`src/sv/wavetable_tone_resampler_core_macros.svh`:
```
// Assertion helpers for the tone resampler core.
// Both forms sample on clk and are disabled while rst_n is low.
`ifndef WAVETABLE_TONE_RESAMPLER_CORE_MACROS_SVH
`define WAVETABLE_TONE_RESAMPLER_CORE_MACROS_SVH

// Consequent must hold in the same cycle as the antecedent.
`define WTR_ASSERT_NOW(label, ante, cons, msg) \
    label: assert property (@(posedge clk) disable iff (!rst_n) (ante) |-> (cons)) \
        else $error(msg);

// Consequent must hold in the cycle after the antecedent.
`define WTR_ASSERT_NEXT(label, ante, cons, msg) \
    label: assert property (@(posedge clk) disable iff (!rst_n) (ante) |=> (cons)) \
        else $error(msg);

`endif

```
`src/sv/wtr_pkg.sv`:
```
// ----------------------------------------------------------------------------
// wtr_pkg
// Shared types and fixed constants of the wavetable tone resampler.
// ----------------------------------------------------------------------------
`timescale 1ns / 1ps
`default_nettype none

package wtr_pkg;

    localparam int unsigned PHASE_STEP   = 111844;
    localparam logic [3:0]  SILENT_ATTEN = 4'hF;
    localparam int unsigned BASE_W       = 16;
    localparam logic [15:0] BASE_RESET   = 16'd105;
    localparam int unsigned LENGTH_RESET = 420;
    localparam int unsigned ATTEN_W      = 4;
    localparam int unsigned SAMPLE_W     = 16;
    localparam int unsigned CFG_IDX_W    = 2;
    localparam int unsigned CFG_DATA_W   = 16;
    localparam int unsigned Q_DEPTH      = 2;

    // advances per sample stay below 2^ADV_W; one extra bit covers pos + adv
    localparam int unsigned ADV_W    = $clog2(PHASE_STEP + 2);
    localparam int unsigned DIV_BITS = ADV_W + 1;

    typedef enum logic [1:0] {
        CMD_LOAD,
        CMD_SILENT,
        CMD_TONE
    } cmd_kind_t;

    typedef enum logic [CFG_IDX_W-1:0] {
        REG_BASE   = 2'd0,
        REG_LENGTH = 2'd1,
        REG_MIX    = 2'd2
    } cfg_reg_t;

    typedef enum logic [2:0] {
        B_IDLE,
        B_CALC,
        B_DIV_CNT,
        B_DIV_POS,
        B_EMIT
    } back_state_t;

    typedef struct packed {
        logic      valid;
        cmd_kind_t kind;
        logic      last;
    } q_head_t;

    typedef struct packed {
        logic busy;
        logic emitting;
    } back_stat_t;

endpackage

`default_nettype wire

```
`src/sv/wtr_front.sv`:
```
// ----------------------------------------------------------------------------
// wtr_front
// Input side: classifies each transfer and buffers it in a two-entry queue.
// ----------------------------------------------------------------------------
`timescale 1ns / 1ps
`default_nettype none

module wtr_front
    import wtr_pkg::*;
#(
    parameter int unsigned WAVE_DEPTH = 512,
    parameter int unsigned FREQ_CODES = 1024
)
(
    input  wire logic                          clk,
    input  wire logic                          rst_n,
    input  wire logic                          in_valid,
    output logic                               in_stall,
    input  wire logic                          req_type,
    input  wire logic [$clog2(WAVE_DEPTH)-1:0] wave_index,
    input  wire logic signed [SAMPLE_W-1:0]    wave_value,
    input  wire logic [$clog2(FREQ_CODES)-1:0] freq_code,
    input  wire logic [ATTEN_W-1:0]            attenuation,
    input  wire logic signed [SAMPLE_W-1:0]    mix_in,
    input  wire logic                          last_of_call,
    input  wire logic                          pop,
    output q_head_t                            head,
    output logic [$clog2(WAVE_DEPTH)-1:0]      head_index,
    output logic [SAMPLE_W-1:0]                head_value,
    output logic [$clog2(FREQ_CODES)-1:0]      head_code,
    output logic [SAMPLE_W-1:0]                head_mix
);

    localparam int unsigned POS_W  = $clog2(WAVE_DEPTH);
    localparam int unsigned CODE_W = $clog2(FREQ_CODES);
    localparam int unsigned PTR_W  = $clog2(Q_DEPTH);
    localparam int unsigned CNT_W  = $clog2(Q_DEPTH + 1);

    logic [PTR_W-1:0]  wr_ptr_reg;
    logic [PTR_W-1:0]  rd_ptr_reg;
    logic [CNT_W-1:0]  count_reg;
    logic [CNT_W-1:0]  count_next;
    logic              push;
    logic              code_ok;
    logic              silent;
    cmd_kind_t         kind;
    logic [CODE_W-1:0] code_norm;

    cmd_kind_t         kind_q  [Q_DEPTH];
    logic              last_q  [Q_DEPTH];
    logic [POS_W-1:0]  index_q [Q_DEPTH];
    logic [SAMPLE_W-1:0] value_q [Q_DEPTH];
    logic [CODE_W-1:0] code_q  [Q_DEPTH];
    logic [SAMPLE_W-1:0] mix_q [Q_DEPTH];

    // out-of-range codes count as silent and are stored as zero
    assign code_ok   = {1'b0, freq_code} < (CODE_W + 1)'(FREQ_CODES);
    assign silent    = (freq_code == '0) || !code_ok || (attenuation >= SILENT_ATTEN);
    assign code_norm = code_ok ? freq_code : '0;

    always_comb
    begin
        if (!req_type)
        begin
            kind = CMD_LOAD;
        end
        else if (silent)
        begin
            kind = CMD_SILENT;
        end
        else
        begin
            kind = CMD_TONE;
        end
    end

    assign in_stall = (count_reg == CNT_W'(Q_DEPTH));
    assign push     = in_valid && !in_stall;

    always_comb
    begin
        count_next = count_reg;
        if (push && !pop)
        begin
            count_next = count_reg + CNT_W'(1);
        end
        else if (pop && !push)
        begin
            count_next = count_reg - CNT_W'(1);
        end
    end

    always_ff @(posedge clk or negedge rst_n)
    begin
        if (!rst_n)
        begin
            wr_ptr_reg <= '0;
            rd_ptr_reg <= '0;
            count_reg  <= '0;
        end
        else
        begin
            count_reg <= count_next;
            if (push)
            begin
                wr_ptr_reg <= wr_ptr_reg + PTR_W'(1);
            end
            if (pop)
            begin
                rd_ptr_reg <= rd_ptr_reg + PTR_W'(1);
            end
        end
    end

    always_ff @(posedge clk)
    begin
        if (push)
        begin
            kind_q[wr_ptr_reg]  <= kind;
            last_q[wr_ptr_reg]  <= last_of_call;
            index_q[wr_ptr_reg] <= wave_index;
            value_q[wr_ptr_reg] <= wave_value;
            code_q[wr_ptr_reg]  <= code_norm;
            mix_q[wr_ptr_reg]   <= mix_in;
        end
    end

    assign head.valid = (count_reg != '0);
    assign head.kind  = kind_q[rd_ptr_reg];
    assign head.last  = last_q[rd_ptr_reg];
    assign head_index = index_q[rd_ptr_reg];
    assign head_value = value_q[rd_ptr_reg];
    assign head_code  = code_q[rd_ptr_reg];
    assign head_mix   = mix_q[rd_ptr_reg];

endmodule

`default_nettype wire

```
`config.mk`:
```
export PLATFORM = sky130hd
export DESIGN_NAME = wtr_front
export DESIGN_NICKNAME = d
export VERILOG_FILES = /design/src/sv/wavetable_tone_resampler_core_macros.svh /design/src/sv/wtr_pkg.sv /design/src/sv/wtr_front.sv
export SDC_FILE = /design/constraint.sdc
export NUM_CORES = 1
export LEC_CHECK = 0
export ABC_CLOCK_PERIOD_IN_PS = 4150
export BUFFER_PORTS_ARGS = -buffer_cell sky130_fd_sc_hd__buf_2
export CORE_MARGIN = 2
export CORE_UTILIZATION = 52
export DETAILED_ROUTE_END_ITERATION = 12
export PLACE_DENSITY = 0.76
export SETUP_SLACK_MARGIN = 0.1
export SLEW_MARGIN = 40
export SYNTH_ARGS = -nofsm -noshare
export SYNTH_HDL_FRONTEND = slang
export SYNTH_SLANG_ARGS = --single-unit
```
`constraint.sdc`:
```
create_clock -name clk -period 4.15 [get_ports clk]
set_input_delay 0.415 -clock clk [delete_from_list [all_inputs] [get_ports clk]]
set_output_delay 0.415 -clock clk [all_outputs]
set_load 0.01 [all_outputs]
```
Yosys cells after proc, flatten, opt, wreduce, memory -nomap -nowiden
Memory sizes are Yosys's and may differ from the RTL's. Cells that the tools add are included.

Input bits: 61. Memories kept: 6. RAM bits: 108. Output and inout bits: 56. Memory bits (read-only): 0. Latch bits: 0. Flip-flop bits (word level): 4. Logic and storage cells: 31.

Shifts and indexed selects: 0. Multipliers: 0. Add/subtract/negate cells: 4. Muxes and demuxes: 6. Divide/modulo/power cells: 0. Reductions and logical operators: 10. Equality and inequality tests: 1. Bitwise operators: 0. Magnitude comparators: 1.

Memory list: mix_q (depth 2, bits a word 16, read ports 1, clocked after memory_dff 0, wr ports 1, RTL line wtr_front.sv:54) `logic [SAMPLE_W-1:0] mix_q [Q_DEPTH];`; value_q (depth 2, bits a word 16, read ports 1, clocked after memory_dff 0, wr ports 1, RTL line wtr_front.sv:52) `logic [SAMPLE_W-1:0] value_q [Q_DEPTH];`; code_q (depth 2, bits a word 10, read ports 1, clocked after memory_dff 0, wr ports 1, RTL line wtr_front.sv:53) `logic [CODE_W-1:0] code_q [Q_DEPTH];`; index_q (depth 2, bits a word 9, read ports 1, clocked after memory_dff 0, wr ports 1, RTL line wtr_front.sv:51) `logic [POS_W-1:0] index_q [Q_DEPTH];`; kind_q (depth 2, bits a word 2, read ports 1, clocked after memory_dff 0, wr ports 1, RTL line wtr_front.sv:49) `cmd_kind_t kind_q [Q_DEPTH];`; last_q (depth 2, bits a word 1, read ports 1, clocked after memory_dff 0, wr ports 1, RTL line wtr_front.sv:50) `logic last_q [Q_DEPTH];`.

Operators by type and width (number): 10-bit zero test (1); 2-bit 2-to-1 mux (4); 4-bit >= comparator, second input constant (1); 2-bit nonzero test (2); 1-bit logical AND (3); 1-bit zero test (3); 1-bit adder, second input constant (2); 2-bit by 1-bit adder with 2-bit output, second input constant (1); 2-bit == test, second input constant (1); 1-bit 2-to-1 mux (2); 2-bit by 1-bit subtractor with 2-bit output, second input constant (1); 1-bit logical OR (1).

Depth between registers and ports, before layout
Depth after elaboration: 7. Gate-level depth with buffers: 7. Mapped depth without buffers: 7.

Worst setup path before layout
No wires, ideal clock.

Kind: reg2reg. From: register count_reg[0]. To: memory code_q[0][0] (netlist bit), enable pin. Library setup time: 0.466 ns. Stages on the path, launching flop included: 4. Period minus slack after synthesis: 3.352 ns. Data required time: 3.684 ns. Slack: 0.798 ns. Path buffers: 0. Arrival time: 2.886 ns. Path through: dfrtp_1 nand2b_1 nand2_1 nor2_1.

Longest elaborated chain between the ends: 5.

RTL lines: start: declaration (RTL line wtr_front.sv:41) `logic [CNT_W-1:0] count_reg;`; start signal: assignment (RTL line wtr_front.sv:103) `count_reg <= count_next;`; 2-bit == test (RTL line wtr_front.sv:77) `assign in_stall = (count_reg == CNT_W'(Q_DEPTH));`; 1-bit zero test (RTL line wtr_front.sv:78) `assign push = in_valid && !in_stall;`; 1-bit logical AND (RTL line wtr_front.sv:78); 1-bit 2-to-1 mux (RTL line wtr_front.sv:117) `if (push)`; 1-bit 2-to-1 mux (not written as such) (RTL line wtr_front.sv:123) `code_q[wr_ptr_reg] <= code_norm;`; end: declaration (RTL line wtr_front.sv:53).

No other way between the ends.

Worst setup path in the final report
From: register rd_ptr_reg. To: output port head_mix[0].

Longest elaborated chain between the ends: 1.

RTL lines: start: declaration (RTL line wtr_front.sv:40) `logic [PTR_W-1:0] rd_ptr_reg;`; start signal: assignment (RTL line wtr_front.sv:110) `rd_ptr_reg <= rd_ptr_reg + PTR_W'(1);`; memory read 2 x 16 bit; end: declaration (RTL line wtr_front.sv:31) `output logic [SAMPLE_W-1:0] head_mix`.

No other way between the ends.

==> qor.yml <==
dp_hpwl_um: 4690
top_layer_used: "met4"
synth-simple-area-share: 0.0146
fin_skew_ps: 13.2
cts_buffer_depth: 2
clkTransAtPathRegs_ps: 100
finalNetCount: 382
synthMostInstantiatedCell: "edfxtp_1"
rsz0062_at_grt: "false"
synth_fa_ha_area_frac: 0.00285
drive_above_1_share: 0.588
overflow: 0
avgSynthCellArea_um2: 22.6
cts_tree: "yes"
synth_area_leader_cell: "edfxtp_1"
core_area_um2: 8180
die-width_um: 95.8
die_h_um: 95.8
finalSetupViolCount: 0
cts_setup_buffers: 0
vias: 2104
end_kind: "primary output"
syn-num-nets: 256
grt_start_max_net_pins: 32
post_cts_resized: 0
crit_slowest_cell: "dfrtp_4"
crit_path_max_fanout: 31
drt-total-wl_um: 6840
yosysUniqueCellTypes: 19
insertion_delay_ps: 350
drc: 0
required_ps: 3730
syn_area_um2: 4390
tightest_slew_ps: 733
min_path_type: "primary input to flip-flop"
grt_pass1_wl_um: 9990
cp-start-kind: "flip-flop"
cts-root-buf: "clkbuf_8"
worstSetupPathType: "flip-flop to primary output"
biggestRegsByFlops: "mix_q: 32 flops, value_q: 32 flops, code_q: 20 flops"
fmax_mhz: 421
h-tree-depth: 3
wl_met3_um: 402
grt_pass1_vias: 2098
p_leak_nw: 2.13
fin_total_pwr_w: 0.00347
hold_viol: 0
grt_antenna_before_repair: 0
max_slew_margin: 0.511
firstDrtPassIters: 4
wl_met2_um: 3520
synthXorXnorAreaFrac: 0.00999
grtUsageTotal: 0.150
io_buffers: 116
yosys_most_used_dff: "edfxtp_1"
drv_slew: 0
dp.cells: 413
ios: 117
syn_inst: 194
final-instance-count-excl-fill: 430
fin_tns_setup_ps: 0
drtIter0Drc: 60
syn2layout_area_growth_pct: 19.9
synth_compound_area_frac: 0.00171
wl_per_cell_um: 15.9
synthArstFlopShare: 0.0357
cts.sinks: 112
yosysSeqAreaShare: 0.762
maxCapViolations: 0
vdd_drop_max_mv: 0.469
status: "complete, no violations"
postRouteAntennaNets: 0
synth-edff-count: 108
synth-seq-cells: 112
fin_crit_ps: 2370
antennaDiodeCount: 0
synth_top_family_by_area: "multiplexers"
initial_core_util: 0.536
gp_congestion: 0.726
cp_slowest_stage_delay_ps: 820
path_cells: "buf_12 -> mux2_2 -> buf_2"
synth.area.mux_share: 0.181
p_per_area_nw_per_um2: 659
dieArea_um2: 9180
min_period_over_period: 0.572
ys_top_cells_by_count: "edfxtp_1, mux2_4, buf_12, mux2_2, dfrtp_1"
synth_area_leaders: "edfxtp_1, mux2_4, buf_12"
std_cell_rows: 33
drt-met1-wl_um: 2800
synth_top_area_frac: 0.740
fillerInstances: 593
critPathArrivalTime_ps: 1960
r2r_slack_ps: 2070
vias_per_cell: 4.89
yosysWarnings: 0
cts-buffers-inserted: 9
-- power by group --
part	switching (W)	internal, W
registers	0.000151	0.00155
logic	0.000522	0.000636
clock network	0.000330	0.000279
-- layer usage --
metal / up-vias / global-route usage
met4: 0 / 0.0714
met2: 73 / 0.258
li1: 1008 / -
met5: - / 0
met1: 1011 / 0.181
met3: 12 / 0.0313
-- per-stage QoR --
| stage | util | setup WS (ps) | instance area, um^2 | hold slack (ps) |
|---|---|---|---|---|
| 2_1_floorplan | - | 798 | 4390 | 119 |
| 3_3_place_gp | 0.613 | 1970 | 5010 | 222 |
| 3_5_place_dp | 0.619 | 2040 | 5060 | 228 |
| 4_1_cts | 0.643 | 1720 | 5260 | 222 |
| 5_1_grt | 0.643 | 1670 | 5260 | 222 |
| 6_report | 0.643 | 1780 | 5260 | 242 |
-- worst paths after layout --
kind / end / startpoint / depth (start not counted)
min in group asynchronous: count_reg[0]$_DFFE_PN0P_ / rst_n / 2
hold / removal: mix_q[1][13]$_DFFE_PP_ / mix_in[13] / 1
hold reg to reg: count_reg[1]$_DFFE_PN0P_ / count_reg[1]$_DFFE_PN0P_ / 1
setup / recovery: head_mix[0] / rd_ptr_reg$_DFFE_PN0P_ / 3
max in group asynchronous: rd_ptr_reg$_DFFE_PN0P_ / rst_n / 2
setup reg to reg: index_q[1][1]$_DFFE_PP_ / count_reg[0]$_DFFE_PN0P_ / 3
-- cells in the final DEF (no fill, tap or decap), types with 2 or more instances in the layout --
cell type  instances
edfxtp_1         108
clkbuf_1           2
xor2_1             3
buf_2            116
inv_1              3
nor4_1             2
mux2_2             5
dfrtp_1            3
clkbuf_8           9
mux2_4            49
buf_4              2
nor2_1             2
xnor2_1            2
-- logic make-up after synthesis --
group,count (synthesis)
flip-flops,112
multiplexers,54
AND/OR/NAND/NOR,12
buffers and inverters,9
XOR/XNOR,5
AO/OA/AOI/OAI,1
adder cells (fa/ha/maj),1
-- layout make-up --
| type | instances | area (um^2) | area share |
|---|---|---|---|
| Clock buffer | 11 | 131 | 0.0250 |
| Clock inverter | 5 | 55.1 | 0.0105 |
| Inverter | 3 | 11.3 | 0.00214 |
| Multi-Input combinational cell | 73 | 928 | 0.177 |
| Sequential cell | 112 | 3350 | 0.637 |
| Tap cell | 105 | 131 | 0.0250 |
| Timing Repair Buffer | 121 | 653 | 0.124 |
-- worst max-delay path: cells and delay by family, from the launching register on --
family | cells | cell delay (ps)
flops | 1 | 820
buf+inv | 2 | 430
mux | 1 | 360
-- what timing repair did --
| item | in CTS | in global routing |
|---|---|---|
| hold buffers | 1 | 0 |
| endpoints found under the hold margin | 4 | 0 |
| setup endpoints to repair | 0 | 0 |
Power figures use the tool's default switching activity.
